===== config.mk =====
export PLATFORM = sky130hd
export DESIGN_NAME = k_smallest_distance_selector_core
export DESIGN_NICKNAME = d
export VERILOG_FILES = /design/src/rtl/core/ksds_pkg.sv /design/src/rtl/core/k_smallest_distance_selector_core.sv /design/src/rtl/core/ksds_cell.sv
export SDC_FILE = /design/constraint.sdc
export NUM_CORES = 1
export LEC_CHECK = 0
export ABC_AREA = 1
export ABC_CLOCK_PERIOD_IN_PS = 6000
export BUFFER_PORTS_ARGS = -buffer_cell sky130_fd_sc_hd__buf_2
export CAP_MARGIN = 40
export CORE_UTILIZATION = 35
export CTS_CLUSTER_SIZE = 16
export DETAILED_ROUTE_END_ITERATION = 10
export PLACE_DENSITY_LB_ADDON = 0.1
export SYNTH_ARGS = -nofsm -noshare
export SYNTH_HDL_FRONTEND = slang
export SYNTH_SLANG_ARGS = --single-unit
export TNS_END_PERCENT = 1

===== constraint.sdc =====
create_clock -name i_clk -period 6 [get_ports i_clk]
set_clock_uncertainty 0.15 [all_clocks]
set_input_delay 0.9 -clock i_clk [delete_from_list [all_inputs] [get_ports i_clk]]
set_output_delay 0.9 -clock i_clk [all_outputs]
set_load 0.01 [all_outputs]

===== src/rtl/core/ksds_pkg.sv =====
// shared types and constants of the k smallest distance selector
package ksds_pkg;

    localparam int DIST_W        = 32;
    localparam int POS_W         = 12;
    localparam int FLOOR_W       = 16;
    localparam int RANK_W        = 4;
    localparam logic [FLOOR_W-1:0] FLOOR_RESET = 16'd1;

    typedef struct packed {
        logic              valid;
        logic [DIST_W-1:0] distance;
        logic [POS_W-1:0]  pos;
    } t_entry;

    typedef struct packed {
        logic insert;
        logic drain;
    } t_ctrl;

endpackage


===== src/rtl/core/k_smallest_distance_selector_core.sv =====
// top level of the k smallest distance selector: cell chain, counter and result drain
//
// Input channel: one candidate distance (unsigned Q16.16) per word with a
// last flag; a word moves when i_in_valid is high and o_in_stall is low.
// Every candidate is raised to the floor register and inserted into a row of
// KEEP cells in the cycle it is accepted, so candidates go in one per cycle
// while o_in_stall is low. Output channel: after a word flagged last, the
// chain shifts out through cell 0 and gives KEEP ranked result words, one
// per cycle while i_out_stall is low; each result goes from cell 0 into the
// output register. o_in_stall stays high for those KEEP drain steps.
// Draining leaves the chain empty, ready for the next set. A stalled
// receiver holds the output register and pauses the drain. Configuration:
// i_cfg_data is written when i_cfg_valid is high (o_cfg_ready is always
// high); write it only while the block is idle. Reset empties all slots,
// zeroes the position counter and the overflow flag and sets the floor to 1.
module k_smallest_distance_selector_core
    import ksds_pkg::*;
#(
    parameter int KEEP           = 5,
    parameter int MAX_CANDIDATES = 4096
) (
    input  logic                i_clk,
    input  logic                i_rst_n,
    input  logic                i_cfg_valid,
    output logic                o_cfg_ready,
    input  logic [FLOOR_W-1:0]  i_cfg_data,
    input  logic                i_in_valid,
    output logic                o_in_stall,
    input  logic [DIST_W-1:0]   i_candidate_distance,
    input  logic                i_last_candidate,
    output logic                o_out_valid,
    input  logic                i_out_stall,
    output logic [RANK_W-1:0]   o_rank,
    output logic [POS_W-1:0]    o_best_position,
    output logic [DIST_W-1:0]   o_best_distance_out,
    output logic                o_slot_valid,
    output logic                o_count_overflow,
    output logic                o_last_result
);

    localparam int CNT_W = $clog2(MAX_CANDIDATES + 1);
    localparam int EXT_W = (CNT_W > POS_W) ? CNT_W : POS_W;
    localparam logic [CNT_W-1:0] CNT_MAX = CNT_W'(MAX_CANDIDATES);
    localparam logic [RANK_W-1:0] RANK_LAST = RANK_W'(KEEP - 1);

    logic [FLOOR_W-1:0] r_floor;
    logic [CNT_W-1:0]   r_cnt;
    logic               r_ovf;
    logic               r_drain;
    logic               r_drain_ovf;
    logic [RANK_W-1:0]  r_rank;

    logic               r_out_valid;
    logic [RANK_W-1:0]  r_out_rank;
    logic [POS_W-1:0]   r_out_pos;
    logic [DIST_W-1:0]  r_out_dist;
    logic               r_out_slot;
    logic               r_out_ovf;
    logic               r_out_last;

    logic               w_in_acc;
    logic               w_step;
    logic               w_sat;
    logic [DIST_W-1:0]  w_floor_ext;
    logic [CNT_W-1:0]   w_pos_cnt;
    logic [EXT_W-1:0]   w_pos_ext;
    t_entry             w_cand;
    t_ctrl              w_ctrl;
    t_entry             w_entry [KEEP];
    logic               w_pred  [KEEP];

    assign o_cfg_ready = 1'b1;
    assign o_in_stall  = r_drain;
    assign w_in_acc    = i_in_valid && !r_drain;
    // a drain step moves one word into the output register
    assign w_step      = r_drain && (!r_out_valid || !i_out_stall);

    assign w_floor_ext = DIST_W'(r_floor);
    assign w_sat       = (r_cnt == CNT_MAX);
    assign w_pos_cnt   = w_sat ? (CNT_MAX - 1'b1) : r_cnt;
    assign w_pos_ext   = EXT_W'(w_pos_cnt);

    always_comb begin
        w_cand.valid    = 1'b1;
        w_cand.distance = (i_candidate_distance < w_floor_ext) ? w_floor_ext
                                                               : i_candidate_distance;
        w_cand.pos      = w_pos_ext[POS_W-1:0];
    end

    assign w_ctrl.insert = w_in_acc;
    assign w_ctrl.drain  = w_step;

    for (genvar g = 0; g < KEEP; g++) begin : g_cell
        t_entry w_lo;
        t_entry w_hi;
        logic   w_plo;
        if (g == 0) begin : g_first
            assign w_lo  = w_cand;
            assign w_plo = 1'b0;
        end else begin : g_mid
            assign w_lo  = w_entry[g-1];
            assign w_plo = w_pred[g-1];
        end
        if (g == KEEP - 1) begin : g_end
            assign w_hi = '0;
        end else begin : g_inner
            assign w_hi = w_entry[g+1];
        end
        ksds_cell u_cell (
            .i_clk     (i_clk),
            .i_rst_n   (i_rst_n),
            .i_ctrl    (w_ctrl),
            .i_cand    (w_cand),
            .i_from_lo (w_lo),
            .i_pred_lo (w_plo),
            .i_from_hi (w_hi),
            .o_entry   (w_entry[g]),
            .o_pred    (w_pred[g])
        );
    end

    always_ff @(posedge i_clk) begin
        if (!i_rst_n) begin
            r_floor     <= FLOOR_RESET;
            r_cnt       <= '0;
            r_ovf       <= 1'b0;
            r_drain     <= 1'b0;
            r_drain_ovf <= 1'b0;
            r_rank      <= '0;
            r_out_valid <= 1'b0;
        end else begin
            if (i_cfg_valid) begin
                r_floor <= i_cfg_data;
            end
            if (w_in_acc) begin
                if (i_last_candidate) begin
                    r_cnt       <= '0;
                    r_ovf       <= 1'b0;
                    r_drain     <= 1'b1;
                    r_drain_ovf <= r_ovf || w_sat;
                    r_rank      <= '0;
                end else begin
                    if (w_sat) begin
                        r_ovf <= 1'b1;
                    end else begin
                        r_cnt <= r_cnt + 1'b1;
                    end
                end
            end
            if (w_step) begin
                r_out_valid <= 1'b1;
                r_rank      <= r_rank + 1'b1;
                if (r_rank == RANK_LAST) begin
                    r_drain <= 1'b0;
                end
            end else if (!i_out_stall) begin
                r_out_valid <= 1'b0;
            end
        end
    end

    always_ff @(posedge i_clk) begin
        if (w_step) begin
            r_out_rank <= r_rank;
            r_out_slot <= w_entry[0].valid;
            r_out_pos  <= w_entry[0].valid ? w_entry[0].pos : '0;
            r_out_dist <= w_entry[0].valid ? w_entry[0].distance : '0;
            r_out_ovf  <= r_drain_ovf;
            r_out_last <= (r_rank == RANK_LAST);
        end
    end

    assign o_out_valid         = r_out_valid;
    assign o_rank              = r_out_rank;
    assign o_best_position     = r_out_pos;
    assign o_best_distance_out = r_out_dist;
    assign o_slot_valid        = r_out_slot;
    assign o_count_overflow    = r_out_ovf;
    assign o_last_result       = r_out_last;

endmodule


===== src/rtl/core/ksds_cell.sv =====
// one slot of the sorted chain: compare, take the candidate or a neighbour's entry, or keep
module ksds_cell
    import ksds_pkg::*;
(
    input  logic   i_clk,
    input  logic   i_rst_n,
    input  t_ctrl  i_ctrl,
    input  t_entry i_cand,
    input  t_entry i_from_lo,
    input  logic   i_pred_lo,
    input  t_entry i_from_hi,
    output t_entry o_entry,
    output logic   o_pred
);

    logic   r_valid;
    logic [DIST_W-1:0] r_dist;
    logic [POS_W-1:0]  r_pos;
    t_entry n_entry;

    // the candidate belongs at or before this slot
    assign o_pred = !r_valid || (i_cand.distance < r_dist);

    always_comb begin
        n_entry = '{valid: r_valid, distance: r_dist, pos: r_pos};
        if (i_ctrl.drain) begin
            n_entry = i_from_hi;
        end else if (i_ctrl.insert) begin
            if (i_pred_lo) begin
                n_entry = i_from_lo;
            end else if (o_pred) begin
                n_entry = i_cand;
            end
        end
    end

    always_ff @(posedge i_clk) begin
        if (!i_rst_n) begin
            r_valid <= 1'b0;
        end else begin
            r_valid <= n_entry.valid;
        end
    end

    always_ff @(posedge i_clk) begin
        r_dist <= n_entry.distance;
        r_pos  <= n_entry.pos;
    end

    assign o_entry = '{valid: r_valid, distance: r_dist, pos: r_pos};

endmodule

==> results of run 1 <==
==> power breakdown <==
part           switching, mW  leakage (nW)  internal, mW
Sequential             0.185          2.97          2.85
Clock                  0.997         0.656          1.51
Combinational           1.29          6.45         0.686
Total                   2.47          10.1          5.04
==> cell usage after synthesis (all sizes together) (2+ instances only) <==
cell / instances
a2111oi: 3
o21ai: 430
a31oi: 3
edfxtp: 227
a221oi: 2
nand2: 572
o221a: 2
a211oi: 16
o21a: 3
nand3: 28
dfxtp: 86
nor2: 160
nor3b: 2
nor4: 10
a21oi: 112
nand4: 21
nor3: 9
clkbuf: 84
inv: 327
nand3b: 2
buf: 37
ha: 174
o221ai: 7
o21bai: 2
==> cells by family (layout without fill, tap and decap cells) <==
logic type / count (synthesis) / in the layout
xor gates and xnor gates: 1 / 1
and+or+nand+nor: 805 / 805
DFF: 313 / 313
adders and majority gates: 174 / 174
other: 1 / 2
buffers and inverters: 449 / 559
AOI/OAI and AO/OA: 581 / 581
==> routing by layer <==
layer,track usage,wire [microns],vias to the layer above,share of wire
li1,-,-,7907,-
met2,0.337,25800,340,0.47
met4,0.0611,1170,0,0.021
met1,0.282,25700,7294,0.46
met3,0.0303,2790,73,0.050
met5,0,0,-,0
==> final cells by class <==
| type | count | area, sq um |
|---|---|---|
| antenna | 1 | 2.50 |
| clock buffer | 61 | 1190 |
| clock inverter | 15 | 154 |
| fill | 5448 | 31300 |
| inverter | 328 | 1240 |
| multi-input combinational | 1562 | 8450 |
| sequential | 313 | 8540 |
| tap | 688 | 861 |
| timing repair buffer | 155 | 1050 |
==> sequential cells by signal, indices dropped and copies added, names as in the netlist, 4 cells and up <==
signal	cells
g_cell.u_cell.r_dist	160
g_cell.u_cell.r_pos	60
o_best_distance_out	32
r_floor	16
r_cnt	13
o_best_position	12
g_cell.u_cell.r_valid	5
o_rank	4
r_rank	4
==> worst paths after layout <==
kind | start | to | slack, ns
max reg2reg | r_floor[15] | g_cell[1].u_cell.r_dist[23] | 0.99
max | i_candidate_distance[15] | g_cell[1].u_cell.r_dist[23] | 0.93
min | r_drain_ovf | o_count_overflow | 0.29
min reg2reg | r_drain_ovf | o_count_overflow | 0.29
==> per-stage QoR <==
step / instances / hold slack, ns / cell area, sq um
floorplan: 2324 / 0.253 / 18700
global placement: 3044 / 0.270 / 20100
detailed placement: 3046 / 0.272 / 20100
CTS: 3122 / 0.294 / 21500
global route: 3123 / 0.313 / 21500
finish: 3123 / 0.291 / 21500
==> key figures, run 1 <==
Synthesis
  • YS warnings: 0
  • Syn_nets: between 2000 and 3000
  • Syn_area_per_cell: about 8.1 sq um
  • Post-Synth Simple-Gate Area: 0.171
  • Post-synthesis adder-cell area fraction: 0.116
  • Post-synth top area cell: edfxtp_1
  • Number of flops mapped to enable cells by yosys: between 200 and 250
  • Compound-Gate Fraction of Synth Area: 0.162
  • Synth Register Bits: between 300 and 400
  • Synth Flop Type: edfxtp_1
  • Mapped cell area: around 0.019 sq mm
  • Fraction of registers with async set/reset: 0
  • Cell count after synthesis: ~2300
  • XOR/XNOR Fraction of Synth Area: 0.000467
  • Largest family of logic cells by synthesized area: simple AND/OR/NAND/NOR gates
  • Area share of the largest cell type after synthesis: 0.364
  • Seq/Total Area, Yosys: 0.456
  • Top post-synthesis cells by area: edfxtp_1 (36%), ha_1 (12%), nand2_1 (11%)
  • Synth unique cells: 39
  • Mux cell area share after synthesis: 0

GRT
  • Largest net degree at the start of global routing: roughly 110
  • GRT Util Overall: 0.206
  • Global route overflow: 0
  • Global-route wire length before repair: between 80000 and 90000 microns
  • Vias in the first global route: 14890
  • Initial antenna violation count: 2

STA
  • Final critical-path share of the clock period: 0.846
  • RSZ-0062 raised after global routing: no
  • Fmax: 197 MHz
  • Max-slew violations: 0
  • Worst-Margin Slew: between 0.8 and 0.9 ns
  • Final setup viols: 0
  • Final worst setup slack: about 0.93 ns
  • Fin. Hold Viols: 0
  • Slew HR: 0.431
  • Setup TNS Final: 0 ns
  • Final min period: about 5 ns

Critical path
  • Slowest cell on crit path: nand2_2
  • Most frequent CP cell: nand2_1
  • Crit. End Element: register
  • CP required: between 6 and 7 ns
  • Crit path DAT: roughly 5.2 ns
  • Top delay family on crit path: simple AND/OR/NAND/NOR gates
  • CP bufs+invs: 4
  • R2R depth: 25
  • Cell depth of the worst setup path: 25
  • Worst-path maximum fanout: 31
  • Startpoint Class: primary input
  • CP peak stage delay: approximately 0.45 ns
  • Setup CP Type: primary input to register

Clocking
  • TritonCTS Buffers: 42
  • Clock Latency Late Sink: roughly 0.57 ns
  • Hold buffers post-CTS: 0
  • CTS Root Cell: clkbuf_16
  • H-tree depth: 2
  • Post-cts resize count: 0
  • CTS tree: built
  • Reg clk slew, reported paths: around 0.060 ns
  • Post-CTS Setup Inserts: 0
  • Sink Count: roughly 310
  • Clock Tree Buf Depth: 3

Layout
  • Area growth syn-to-layout: 14.7%
  • Most common cell after layout, fill and taps aside: nand2_1
  • Fin util: 0.407
  • Layout cells sized above 1: 0.0978
  • Commonest non-fill, non-tap cells in the layout: nand2_1 (560), o21ai_0 (353), inv_1 (322), edfxtp_1 (227), ha_1 (174)
  • Final Net Count: roughly 2600

Die
  • Num rows: 84
  • Starting Density: 0.355
  • Die Span Y: ~230 microns
  • Die X: roughly 230 microns
  • Ports: between 100 and 150
  • Core area: around 0.053 sq mm
  • Die area: ~0.054 sq mm

Pwr
  • Total chip power: 7.51 mW
  • Pwr/cell area: ~350 mW/mm^2
  • IR drop worst, VDD: roughly 0.18 mV
  • P_leak: around 10 nW

Run
  • MaxCap Viol Count: 0

Placed design
  • Port Buffers: around 110
  • Worst slack at placement: around 0.44 ns
  • Placer Congestion: around 0.84
  • Dpl hpwl: around 38000 microns

Worst hold path
  • Hold path depth: 0
  • Min-delay worst type: register to register

Route
  • WL/cell: about 18 microns
  • Detailed-route wire length: 55500 microns
  • DRC errors left: 11
  • Detailed Routing Iterations Pass 1: 8
  • DR vias/cell: roughly 5.0
  • Post-DRT Antenna Nets: 0
  • Number of DRC markers in iteration 0: between 1000 and 1500
  • Vias after detailed routing: ~16000

Status
  • Violated checks: design-rule violations
  • Status: finished, violations left
Note: power is estimated with default switching activity, not from simulation.
==> run 2: changes to the inputs <==
--- a/config.mk
+++ b/config.mk
@@ -6,7 +6,7 @@
 export NUM_CORES = 1
 export LEC_CHECK = 0
 export ABC_AREA = 1
-export ABC_CLOCK_PERIOD_IN_PS = 6000
+export ABC_CLOCK_PERIOD_IN_PS = 4800
 export BUFFER_PORTS_ARGS = -buffer_cell sky130_fd_sc_hd__buf_2
 export CAP_MARGIN = 40
 export CORE_UTILIZATION = 35
==> constraint.sdc (replaced) <==
create_clock -name i_clk -period 4.8 [get_ports i_clk]
set_clock_uncertainty 0.15 [all_clocks]
set_input_delay 0.72 -clock i_clk [delete_from_list [all_inputs] [get_ports i_clk]]
set_output_delay 0.72 -clock i_clk [all_outputs]
set_load 0.01 [all_outputs]
==> run 2 against run 1 <==
The run still ends with design-rule violations left; sequential cell count did not move; die area stayed put; wire length grew 3.3%; worst setup slack worse by 0.58 ns; count of clock-buffer cells in the layout is 12 lower.
==> key figures, run 2 (same netlist as run 1, synthesis figures left out) <==
Status
  • Status: finished, violations left
  • Violated checks: design-rule violations

Worst hold path
  • Hold path depth: 3
  • Worst hold start: i_cfg_data[0]
  • Min-delay worst type: primary input to register
  • Worst Hold End: r_floor[0]

Clocking
  • H-tree depth: 2
  • CTS Root Cell: clkbuf_16
  • TritonCTS Buffers: 40
  • Reg clk slew, reported paths: around 0.06 ns
  • Sink Count: ~310
  • Clock Latency Late Sink: 0.56 ns
  • CTS tree: built
  • Clock Tree Buf Depth: 3
  • Hold buffers post-CTS: 0
  • Post-CTS Setup Inserts: 0

Layout
  • Max FFs per register: 160
  • Largest Register: g_cell.u_cell.r_dist
  • Most common cell after layout, fill and taps aside: nand2_1
  • Commonest non-fill, non-tap cells in the layout: nand2_1 (560), o21ai_0 (353), inv_1 (322), edfxtp_1 (227), ha_1 (174)
  • Layout cells sized above 1: 0.120
  • Area growth syn-to-layout: 17.5%
  • Final Net Count: ~2700
  • Final instance area: 0.0220 sq mm
  • Fill cell count: 5373
  • Antenna diodes: 0

Die
  • Num rows: 84
  • Starting Density: 0.355
  • Die X: between 200 and 250 microns
  • Die Span Y: 233 microns
  • Die area: roughly 0.054 sq mm
  • Ports: 108
  • Core area: 0.0528 sq mm

STA
  • Final min period: 4.46 ns
  • Setup TNS Final: 0 ns
  • RSZ-0062 raised after global routing: no
  • Fin. Hold Viols: 0
  • Max-slew violations: 0
  • Worst-Margin Slew: 0.960 ns
  • Final critical-path share of the clock period: 0.929
  • Final setup viols: 0
  • Slew HR: 0.360
  • Fmax: ~220 MHz

Pwr
  • IR drop worst, VDD: roughly 0.24 mV
  • Pwr/cell area: 425 mW/mm^2
  • P_leak: 10.4 nW

GRT
  • Vias in the first global route: about 15000
  • Global-route wire length before repair: roughly 90000 microns
  • GRT Util Overall: 0.213
  • Initial antenna violation count: 0
  • Global route overflow: 0
  • Largest net degree at the start of global routing: 75

Route
  • Number of DRC markers in iteration 0: approximately 1100
  • DRC errors left: 4
  • Detailed-route wire length: approximately 57000 microns
  • WL/cell: approximately 18 microns
  • Vias after detailed routing: ~16000
  • Detailed Routing Iterations Pass 1: 8
  • Post-DRT Antenna Nets: 0
  • DR vias/cell: around 5

Critical path
  • Flop-to-flop setup slack: roughly 0.34 ns
  • Critical R2R Launch: r_floor[9]
  • Startpoint Class: register
  • Worst flop-to-flop path endpoint: g_cell[1].u_cell.r_dist[18]
  • R2R depth: 23
  • Setup CP Type: register to register
  • CP required: 4.88 ns
  • Worst-path maximum fanout: 24
  • Crit path DAT: 4.54 ns
  • Crit. End Element: register

Placed design
  • Port Buffers: between 100 and 150
  • Placed cell area: 0.0207 sq mm
  • Placer Congestion: about 0.89
  • Dpl hpwl: approximately 40000 microns

Run
  • MaxCap Viol Count: 0
-- run 2: cell count changes in the layout (fill, tap and decap cells not counted), moves of 5 or more --
cell / delta
buf_4: +47
buf_12: +12
clkinv_2: +7
clkbuf_8: -5
-- run 2: timing repair --
| item | CTS | global route |
|---|---|---|
| cloned | 0 | 0 |
| endpoints found under the setup margin | 132 | 140 |
| resized for setup | 2 | 3 |
-- run 2: how the worst max path moves through the flow --
stage / endpoint / from / slack, ns
2_1_floorplan: g_cell[2].u_cell.r_dist[0] / i_candidate_distance[9] / -0.19
5_1_grt: g_cell[3].u_cell.r_dist[22] / r_floor[9] / 0.04
3_3_place_gp: g_cell[1].u_cell.r_dist[24] / i_candidate_distance[19] / -0.69
4_1_cts: g_cell[1].u_cell.r_dist[12] / r_floor[5] / 0.03
3_5_place_dp: g_cell[1].u_cell.r_dist[19] / i_candidate_distance[19] / -0.69
6_report: g_cell[1].u_cell.r_dist[18] / r_floor[9] / 0.34
-- run 2: layer usage --
metal	share of wire	global-route usage	vias to the layer above
met3	0.047	0.0248	65
li1	-	-	8018
met4	0.023	0.0627	0
met1	0.47	0.292	7532
met2	0.46	0.350	372
met5	0	0	-
-- run 2: critical path: stages, from the launching register on --
cell and delay [ns]:
dfxtp_1 0.32, inv_1 0.09, ha_1 0.30, nand2_1 0.06, inv_1 0.03, o21ai_0 0.16
a21oi_1 0.10, nor2_2 0.14, nand2_2 0.14, buf_4 0.18, o21ai_2 0.35, ha_1 0.32
nand2_1 0.06, inv_1 0.06, nand3_1 0.07, a31oi_1 0.09, a2111oi_1 0.50, nand2_1 0.22
nand2_1 0.10, nand2_1 0.09, nand2_2 0.12, nand2_1 0.11, nand2_2 0.15, buf_12 0.22
-- run 2: power breakdown --
part	total [mW]	switching, mW	leakage [nW]	internal [mW]
registers	3.79	0.227	2.97	3.56
logic	2.60	1.66	6.81	0.933
clock network	2.97	1.22	0.625	1.75
total	9.36	3.11	10.4	6.25
-- run 2: layout make-up --
type	instances	area [sq um]	share of cell area
repair buffers	214	1640	0.0747
well taps	688	861	0.0391
clock buffers	49	1030	0.0470
clock inverters	24	226	0.0103
flip-flops and latches	313	8540	0.388
inverters	328	1240	0.0562
multi-input cells	1562	8470	0.385
-- run 2: stage by stage --
stage	total power [mW]	worst slack [ns]	hold WS, ns	utilization	instances
3_3_place_gp	6.38	-0.686	0.273	0.392	3103
5_1_grt	9.99	0.0424	0.239	0.417	3178
6_report	9.36	0.343	0.241	0.417	3178
3_5_place_dp	6.44	-0.691	0.263	0.393	3105
2_1_floorplan	5.50	-0.186	0.253	-	2324
4_1_cts	9.47	0.0289	0.207	0.417	3178
